## config.mk

```make
export PLATFORM = sky130hd
export DESIGN_NAME = trimmed_mean_window_filter
export DESIGN_NICKNAME = d
export VERILOG_FILES = /design/src/hdl/tmwf_pkg.sv /design/src/hdl/trimmed_mean_window_filter.sv /design/src/hdl/tmwf_window_bank.sv /design/src/hdl/tmwf_reduce.sv
export SDC_FILE = /design/constraint.sdc
export NUM_CORES = 1
export LEC_CHECK = 0
export BUFFER_PORTS_ARGS = -buffer_cell sky130_fd_sc_hd__buf_2
export CAP_MARGIN = 20
export CORE_ASPECT_RATIO = 0.7
export CORE_UTILIZATION = 59
export CTS_CLUSTER_SIZE = 20
export DETAILED_ROUTE_END_ITERATION = 10
export PLACE_DENSITY = 0.78
export SYNTH_ARGS = -nofsm -noshare
export SYNTH_HDL_FRONTEND = slang
export SYNTH_SLANG_ARGS = --single-unit
```

## constraint.sdc

```tcl
create_clock -name clk -period 25.2 [get_ports clk]
set_input_delay 1.26 -clock clk [delete_from_list [all_inputs] [get_ports clk]]
set_output_delay 1.26 -clock clk [all_outputs]
set_load 0.05 [all_outputs]
```

## src/hdl/tmwf_pkg.sv

```systemverilog
`timescale 1ns / 1ps

package tmwf_pkg;

  localparam int WINDOW      = 10;
  localparam int CHANNELS    = 4;
  localparam int SAMPLE_BITS = 12;

  localparam int CH_W      = 2;
  localparam int CH_IDX_W  = (CHANNELS > 1) ? $clog2(CHANNELS) : 1;
  localparam int TRIMMED   = 2;
  localparam int TRIM_DIV  = WINDOW - TRIMMED;
  localparam int SUM_W     = SAMPLE_BITS + $clog2(WINDOW + 1);

  typedef logic [CH_W-1:0]        chan_t;
  typedef logic [SAMPLE_BITS-1:0] sample_t;
  typedef sample_t [WINDOW-1:0]   window_t;
  typedef logic [SUM_W-1:0]       sum_t;

  typedef struct packed {
    logic                wr_en;
    logic [CH_IDX_W-1:0] idx;
  } bank_ctl_t;

endpackage

```

## src/hdl/trimmed_mean_window_filter.sv

```systemverilog
`timescale 1ns / 1ps
// channel | ports                                      | direction
// in      | in_valid, in_ready, in_channel, in_sample  | word in
// out     | out_valid, out_ready, out_channel,         | word out
//         | out_filtered                               |
// One word per cycle unless out_ready stalls; out_valid follows via both registers.
// The window shift, sum, min and max are combinational between the input
// register and the output register; back-to-back words on one channel chain
// through the window lines directly.
// Reset clears all windows to zero and empties both registers.
// A stalled output holds its word; the input register still takes one more word.

module trimmed_mean_window_filter
  import tmwf_pkg::*;
(
  input  logic                   clk,
  input  logic                   rst_n,
  input  logic                   in_valid,
  output logic                   in_ready,
  input  logic [CH_W-1:0]        in_channel,
  input  logic [SAMPLE_BITS-1:0] in_sample,
  output logic                   out_valid,
  input  logic                   out_ready,
  output logic [CH_W-1:0]        out_channel,
  output logic [SAMPLE_BITS-1:0] out_filtered
);

  logic      stg_valid_r;
  chan_t     stg_channel_r;
  sample_t   stg_sample_r;
  logic      out_valid_r;
  chan_t     out_channel_r;
  sample_t   out_filtered_r;

  logic      advance;
  logic      fire;
  logic      ch_ok;
  bank_ctl_t bank_ctl;
  window_t   shifted;
  sample_t   mean;
  sample_t   filtered_nxt;

  assign advance  = !out_valid_r || out_ready;
  assign fire     = stg_valid_r && advance;
  assign in_ready = !stg_valid_r || advance;
  assign ch_ok    = (int'(stg_channel_r) < CHANNELS);

  always_comb begin
    bank_ctl.wr_en = fire && ch_ok;
    bank_ctl.idx   = ch_ok ? CH_IDX_W'(stg_channel_r) : '0;
    filtered_nxt   = ch_ok ? mean : '0;
  end

  tmwf_window_bank u_bank (
    .clk     (clk),
    .rst_n   (rst_n),
    .ctl     (bank_ctl),
    .sample  (stg_sample_r),
    .shifted (shifted)
  );

  tmwf_reduce u_reduce (
    .win      (shifted),
    .filtered (mean)
  );

  always_ff @(posedge clk) begin
    if (!rst_n) begin
      stg_valid_r <= 1'b0;
      out_valid_r <= 1'b0;
    end else begin
      if (in_ready) begin
        stg_valid_r <= in_valid;
      end
      if (advance) begin
        out_valid_r <= stg_valid_r;
      end
    end
  end

  always_ff @(posedge clk) begin
    if (in_valid && in_ready) begin
      stg_channel_r <= in_channel;
      stg_sample_r  <= in_sample;
    end
    if (fire) begin
      out_channel_r  <= stg_channel_r;
      out_filtered_r <= filtered_nxt;
    end
  end

  assign out_valid    = out_valid_r;
  assign out_channel  = out_channel_r;
  assign out_filtered = out_filtered_r;

  a_empty_out_takes_input: assert property (@(posedge clk) disable iff (!rst_n)
    !out_valid_r |-> in_ready)
    else $error("input stalled with empty output register");

  a_accept_fills_stage: assert property (@(posedge clk) disable iff (!rst_n)
    in_valid && in_ready |=> stg_valid_r)
    else $error("accepted word lost before stage");

  a_fire_loads_output: assert property (@(posedge clk) disable iff (!rst_n)
    fire |=> out_valid_r && out_channel_r == $past(stg_channel_r))
    else $error("stage word not moved to output");

  a_bad_channel_zero: assert property (@(posedge clk) disable iff (!rst_n)
    out_valid_r && int'(out_channel_r) >= CHANNELS |-> out_filtered_r == '0)
    else $error("nonzero result for absent channel");

endmodule

```

## src/hdl/tmwf_window_bank.sv

```systemverilog
`timescale 1ns / 1ps

module tmwf_window_bank
  import tmwf_pkg::*;
(
  input  logic      clk,
  input  logic      rst_n,
  input  bank_ctl_t ctl,
  input  sample_t   sample,
  output window_t   shifted
);

  window_t lines_r [CHANNELS];
  window_t sel;

  always_comb begin
    sel = lines_r[ctl.idx];
    for (int i = 0; i < WINDOW - 1; i++) begin
      shifted[i] = sel[i+1];
    end
    shifted[WINDOW-1] = sample;
  end

  // advance the selected channel's line, oldest word drops out
  always_ff @(posedge clk) begin
    if (!rst_n) begin
      for (int c = 0; c < CHANNELS; c++) begin
        lines_r[c] <= '0;
      end
    end else if (ctl.wr_en) begin
      lines_r[ctl.idx] <= shifted;
    end
  end

endmodule

```

## src/hdl/tmwf_reduce.sv

```systemverilog
`timescale 1ns / 1ps

module tmwf_reduce
  import tmwf_pkg::*;
(
  input  window_t win,
  output sample_t filtered
);

  sum_t    sum;
  sum_t    diff;
  sum_t    quo;
  sample_t lo;
  sample_t hi;

  always_comb begin
    sum = '0;
    lo  = win[0];
    hi  = win[0];
    for (int i = 0; i < WINDOW; i++) begin
      sum = sum + SUM_W'(win[i]);
      if (win[i] < lo) begin
        lo = win[i];
      end
      if (win[i] > hi) begin
        hi = win[i];
      end
    end
    // drop one minimum and one maximum, average the rest
    diff     = sum - SUM_W'(lo) - SUM_W'(hi);
    quo      = diff / SUM_W'(TRIM_DIV);
    filtered = quo[SAMPLE_BITS-1:0];
  end

endmodule
```

==> summary.txt, run 1 <==
Outcome
  • Status: finished, final reports clean

Yosys
  • EDFF count, synth: 460
  • Number of synthesized register bits: 464
  • Asr flop ratio synth: 0
  • Post-Syn Nets: 3,199
  • Post-synthesis cell area: 30,800 sq um
  • Post-synthesis cell type count: 88
  • Sequential-to-total area share from yosys stat: 0.451
  • Post-Syn Instances: 2,861
  • Main synth FF type: edfxtp_1
  • Synthesized area per cell: 10.8 sq um
  • Yosys Warn Count: 0

Critical path
  • Levels on crit path: 109
  • CP top delay family: compound AO/OA/AOI/OAI gates
  • R2R setup slack: 1.34 ns
  • Critical path class: flop to flop
  • Critical path buffer and inverter count: 13
  • Crit end category: flop
  • R2r endpoint: out_filtered[11]
  • Slowest stage delay, CP: 0.61 ns
  • Slowest CP cell: or4_1
  • Startpoint types: flop
  • Critical Path Fanout Max: 16
  • R2R cell count: 109
  • WP data arrival: 24.22 ns
  • Data required, critical path: 25.56 ns
  • Crit path to: out_filtered[11]

Finish
  • Commonest non-fill, non-tap cell in the layout: nor2_1
  • Final #Nets: 3,326
  • Layout area overhead: 12.2%
  • Multi-input logic area: 15,800 sq um
  • Share of layout cells above drive strength 1: 0.162
  • Post-Layout Cell Count: 3,699
  • Ant. Diodes: 0
  • Most frequent cells in the layout: nor2_1, edfxtp_1, inv_1
  • Util after Layout: 0.676
  • Flip-flop and latch area: 13,900 sq um
  • Filler Cells Inserted: 3,840

Place
  • Place WS: -0.249 ns
  • Port Buffer Count: 33
  • GP Congestion: 1.05
  • DP Cell Count: 3,571
  • DP HPWL: 67,800 microns

STA
  • Setup-failing EPs final: 0
  • Setup ws final: 1.34 ns
  • Setup Skew: 0.0425 ns
  • Fmax: 41.9 MHz
  • Total negative slack: 0 ns
  • Slew HR: 0.267
  • Fin crit period: 23.86 ns
  • Max-slew violation count: 0
  • Tcrit/Tclk final: 0.947
  • Worst Tran Pin Value: 1.10 ns
  • Hold Violations, Final: 0

Clock tree
  • Num Clock Sinks: 464
  • Buffer depth of the longest clock path: 3
  • TritonCTS clock tree: yes
  • Cts bufs inserted: 45
  • Worst-Skew Late Latency: 0.62 ns
  • H-tree Lvls: 2
  • CTS Root Cell: clkbuf_16
  • Post-cts hold buffer count: 0
  • CTS clk-pin slew, worst paths: 0.06 ns

Global route
  • Total track usage: 0.360
  • Number of global-route vias before repair: 22,000
  • Global-route wire length before repair: 140,000 microns
  • Initial antenna violation count: 2
  • Largest net degree at the start of global routing: 88
  • Grt ovf: 0

Route
  • Final wirelength: 95,300 microns
  • Wirelength per Cell: 25.8 microns
  • Vias per cell: 6.31
  • DR iter-0 viols: 2,787
  • # DRC: 0
  • Detailed-route via count: 23,300
  • TritonRoute pass-1 iters: 5
  • Post-route ant nets: 0

Floorplan
  • FP Rows: 69
  • Initial cell density of the core: 0.602
  • Die width: 275 microns
  • Ports: 34
  • Die ar.: 53,100 sq um
  • Die outline height: 193 microns
  • Core box area: 51,100 sq um

Run
  • Max-cap violations: 0

Worst hold path
  • Hold Path Class: flop to flop
## state kept, by name (all words and copies together), names as in the netlist, named ones only
register,count
stg_valid_r,1
stg_channel_r,2
out_valid,1
u_bank.lines_r,432
stg_sample_r,12
out_filtered,12
out_channel,2
## routing by layer
layer,global-route usage,share of wire,vias to the layer above
met5,0,0,-
met3,0.0824,0.12,144
met4,0.0903,0.025,0
met1,0.555,0.44,11500
met2,0.509,0.41,1362
li1,-,-,10300
## layout make-up
class	instances	area share
sequential	464	0.403
clock inverter	32	0.00920
timing repair buffer	202	0.0443
clock buffer	52	0.0340
inverter	255	0.0277
multi-input combinational	2020	0.458
tap	674	0.0244
## worst register-to-register path, delay by kind of cell, from the launching register on
kind	cells	cell delay [ns]
DFF	1	0.42
and+or+nand+nor	36	5.98
adders and majority gates	15	5.75
xor gates and xnor gates	1	0.10
buffers and inverters	13	2.08
muxes	7	2.75
AOI/OAI and AO/OA	37	6.54
## worst min-delay path by stage
stage,end,slack [ns],from,cells past startpoint
6_report,out_valid,0.56,stg_valid_r,1
2_1_floorplan,out_channel[1],0.42,stg_channel_r[1],0
4_1_cts,out_valid,0.55,stg_valid_r,1
3_5_place_dp,out_valid,0.53,stg_valid_r,1
3_3_place_gp,out_valid,0.52,stg_valid_r,1
5_1_grt,out_valid,0.59,stg_valid_r,1
## cells in the mapped netlist (4+ instances only)
library cell	number	share of area
a211oi_1	4	0.00098
a21boi_0	4	0.00098
a21o_1	32	0.0078
a21oi_1	155	0.025
a221oi_1	6	0.0017
a311oi_1	14	0.0040
a31oi_1	6	0.0012
and2_1	42	0.0085
and3_1	20	0.0041
buf_1	33	0.0040
buf_2	6	0.00098
clkbuf_1	83	0.010
dfxtp_1	4	0.0026
edfxtp_1	460	0.45
fa_1	107	0.070
ha_1	213	0.087
inv_1	251	0.031
mux2_1	9	0.0033
mux2_2	103	0.038
mux2i_1	178	0.058
mux4_2	24	0.018
nand2_1	148	0.018
nand2b_1	29	0.0059
nand3_1	22	0.0036
nand4_1	31	0.0063
nor2_1	536	0.065
nor2b_1	27	0.0055
nor3_1	14	0.0023
nor4_1	5	0.0010
o211ai_1	7	0.0017
o21a_1	11	0.0027
o21ai_0	64	0.010
o21ai_1	71	0.012
o21bai_1	11	0.0027
o311ai_1	4	0.0011
o31ai_1	7	0.0017
or2_2	7	0.0014
or3_1	10	0.0020
xnor2_1	24	0.0068
## per-stage QoR
step	hold WS (ns)	instance area (sq um)
final	0.557	34500
after global routing	0.587	34500
after floorplan	0.424	30800
after global placement	0.517	32400
after CTS	0.551	33900
after detailed placement	0.530	32400
## what timing repair did
action | in CTS | in global routing
pin swaps | 1 | 10
setup buffers | 3 | 39
gates resized for setup | 0 | 68
cloned | 0 | 1
setup endpoints to repair | 3 | 12
## cell families (layout without fill, tap and decap cells)
kind of cell / Yosys count / count (layout) / synth area share
XOR/XNOR: 29 / 29 / 0.00874
multiplexers: 316 / 316 / 0.118
buffers and inverters: 378 / 541 / 0.0466
AND/OR/NAND/NOR: 907 / 907 / 0.129
flip-flops: 464 / 464 / 0.451
adder cells (fa/ha/maj): 323 / 323 / 0.157
AO/OA/AOI/OAI: 444 / 445 / 0.0901
Power of run 1 is left out: the tool's default activity adds up to more than one toggle a clock period on the data nets, which glitch-free logic cannot reach.
==> run 2: changes to the inputs <==
--- a/config.mk
+++ b/config.mk
@@ -5,13 +5,14 @@
 export SDC_FILE = /design/constraint.sdc
 export NUM_CORES = 1
 export LEC_CHECK = 0
+export ABC_AREA = 1
 export BUFFER_PORTS_ARGS = -buffer_cell sky130_fd_sc_hd__buf_2
 export CAP_MARGIN = 20
 export CORE_ASPECT_RATIO = 0.7
-export CORE_UTILIZATION = 59
+export CORE_UTILIZATION = 58
 export CTS_CLUSTER_SIZE = 20
 export DETAILED_ROUTE_END_ITERATION = 10
-export PLACE_DENSITY = 0.78
+export PLACE_DENSITY_LB_ADDON = 0.15
 export SYNTH_ARGS = -nofsm -noshare
 export SYNTH_HDL_FRONTEND = slang
 export SYNTH_SLANG_ARGS = --single-unit
==> summary.txt, run 2 <==
Clock tree
  • Post-cts hold buffer count: 0
  • CTS Root Cell: clkbuf_16
  • Cts bufs inserted: 46
  • Postcts setup bufs: 0
  • H-tree Lvls: 2
  • Num Clock Sinks: 464
  • Post-CTS sizing: 0
  • CTS clk-pin slew, worst paths: 0.06 ns
  • Worst-Skew Late Latency: 0.59 ns
  • Buffer depth of the longest clock path: 3
  • TritonCTS clock tree: yes

Yosys
  • Synth area leaders: edfxtp_1, ha_1, nand2_1
  • Post-synthesis cell area: 29,800 sq um
  • Number of synthesized register bits: 464
  • Post-Syn Nets: 3,646
  • Sequential-to-total area share from yosys stat: 0.466
  • Post-synthesis cell type count: 41
  • Yosys top cell by area: edfxtp_1
  • Most numerous cell in the Yosys netlist: nand2_1
  • Post-Syn Instances: 3,308
  • Synth cell count leaders: nand2_1, nor2_1, edfxtp_1, inv_1, o21ai_0
  • Synthesized area per cell: 9.01 sq um
  • Top-area cell type share of the netlist area: 0.464
  • Main synth FF type: edfxtp_1
  • Asr flop ratio synth: 0
  • Yosys Warn Count: 0
  • EDFF count, synth: 460

Worst hold path
  • Hold depth: 2
  • Min-Delay Endpoint: out_valid
  • Hold Path Class: flop to flop
  • HP Start: out_valid

Floorplan
  • Die outline height: 192 microns
  • Ports: 34
  • Core box area: 50,800 sq um
  • Die ar.: 52,300 sq um
  • Die width: 273 microns
  • FP Rows: 69
  • Initial cell density of the core: 0.587

Finish
  • Final #Nets: 3,657
  • Most flops, register: u_bank.lines_r
  • Commonest non-fill, non-tap cell in the layout: nand2_1
  • Share of layout cells above drive strength 1: 0.0798
  • Most frequent cells in the layout: nand2_1, nor2_1, edfxtp_1
  • Post-Layout Cell Count: 4,033
  • Largest register FFs: 432
  • Layout area overhead: 8.91%

Route
  • Wirelength per Cell: 22.8 microns
  • Vias per cell: 5.98
  • Detailed-route via count: 24,100
  • Final wirelength: 91,800 microns
  • # DRC: 0
  • TritonRoute pass-1 iters: 6
  • DR iter-0 viols: 2,719
  • Post-route ant nets: 0

STA
  • Slew HR: 0.151
  • Setup-failing EPs final: 0
  • RSZ-0062 raised after global routing: false
  • Fin crit period: 23.34 ns
  • Worst Tran Pin Value: 1.27 ns
  • Fmax: 42.8 MHz
  • Hold Violations, Final: 0
  • Setup Skew: 0.0222 ns
  • Total negative slack: 0 ns
  • Tcrit/Tclk final: 0.926
  • Max-slew violation count: 0

Global route
  • Initial antenna violation count: 1
  • Grt ovf: 0
  • Number of global-route vias before repair: 22,400
  • Total track usage: 0.350
  • Largest net degree at the start of global routing: 109
  • Global-route wire length before repair: 136,000 microns

Critical path
  • Data required, critical path: 25.53 ns
  • Slowest CP cell: a2111oi_0
  • WP data arrival: 23.67 ns
  • Worst path most repeated cell: nand2_1
  • Critical path buffer and inverter count: 7
  • Critical path class: flop to flop
  • Slowest stage delay, CP: 0.61 ns
  • CP top delay family: compound AO/OA/AOI/OAI gates
  • Startpoint types: flop
  • R2R setup slack: 1.86 ns
  • Crit end category: flop
  • R2R cell count: 90
  • R2r endpoint: out_filtered[11]
  • Critical Path Fanout Max: 50

Run
  • Max-cap violations: 0

Place
  • GP Congestion: 1.03
  • DP Cell Count: 3,945
  • Port Buffer Count: 33
  • DP HPWL: 63,500 microns

Outcome
  • Status: finished, final reports clean
==> run 2: logic make-up after synthesis <==
family	synth area share
and+or+nand+nor	0.194
AOI/OAI and AO/OA	0.107
adders and majority gates	0.161
xor gates and xnor gates	0.00647
DFF	0.466
buffers and inverters	0.0650
==> run 2: how the worst max path moves through the flow <==
stage	start	slack (ns)	end	depth (start not counted)
after floorplan	flop	5.25	out_filtered[11]	111
after CTS	flop	1.89	out_filtered[11]	89
after global routing	flop	0.09	out_filtered[11]	92
final	flop	1.86	out_filtered[11]	90
after global placement	flop	2.54	out_filtered[11]	86
after detailed placement	flop	1.97	out_filtered[11]	89
==> run 2: metal layers <==
layer  vias up  routed length (microns)  global-route usage
li1      11100                        -                   -
met1     11600                    40900               0.528
met2      1236                    38700               0.511
met3       123                    10600              0.0866
met4         0                     1740              0.0707
met5         -                        0                   0
==> run 2: metrics by stage <==
stage               hold slack (ns)  area [sq um]  utilization  setup WS, ns
floorplan                     0.450         29800            -          5.25
global placement              0.488         30900        0.609          2.54
detailed placement            0.502         30900        0.609          1.97
CTS                           0.512         32400        0.639          1.89
global route                  0.568         32400        0.639        0.0873
finish                        0.513         32500        0.639          1.86
==> run 2: area by class of cell <==
class	count	area [sq um]
multi-input cells	2338	14100
clock inverters	29	292
repair buffers	117	821
fillers	4194	18300
inverters	352	1330
diodes	2	5.00
flip-flops and latches	464	13900
clock buffers	57	1210
well taps	674	843
==> run 2: worst reg2reg max path: cells and delay by family (launching register included) <==
kind                     cells  cell delay, ns
buffers and inverters        7            1.84
adder cells (fa/ha/maj)     15            6.02
flip-flops                   1            0.33
AND/OR/NAND/NOR             34            4.93
AO/OA/AOI/OAI               33            9.88
XOR/XNOR                     1            0.07
Power of run 2 is left out for the same reason.
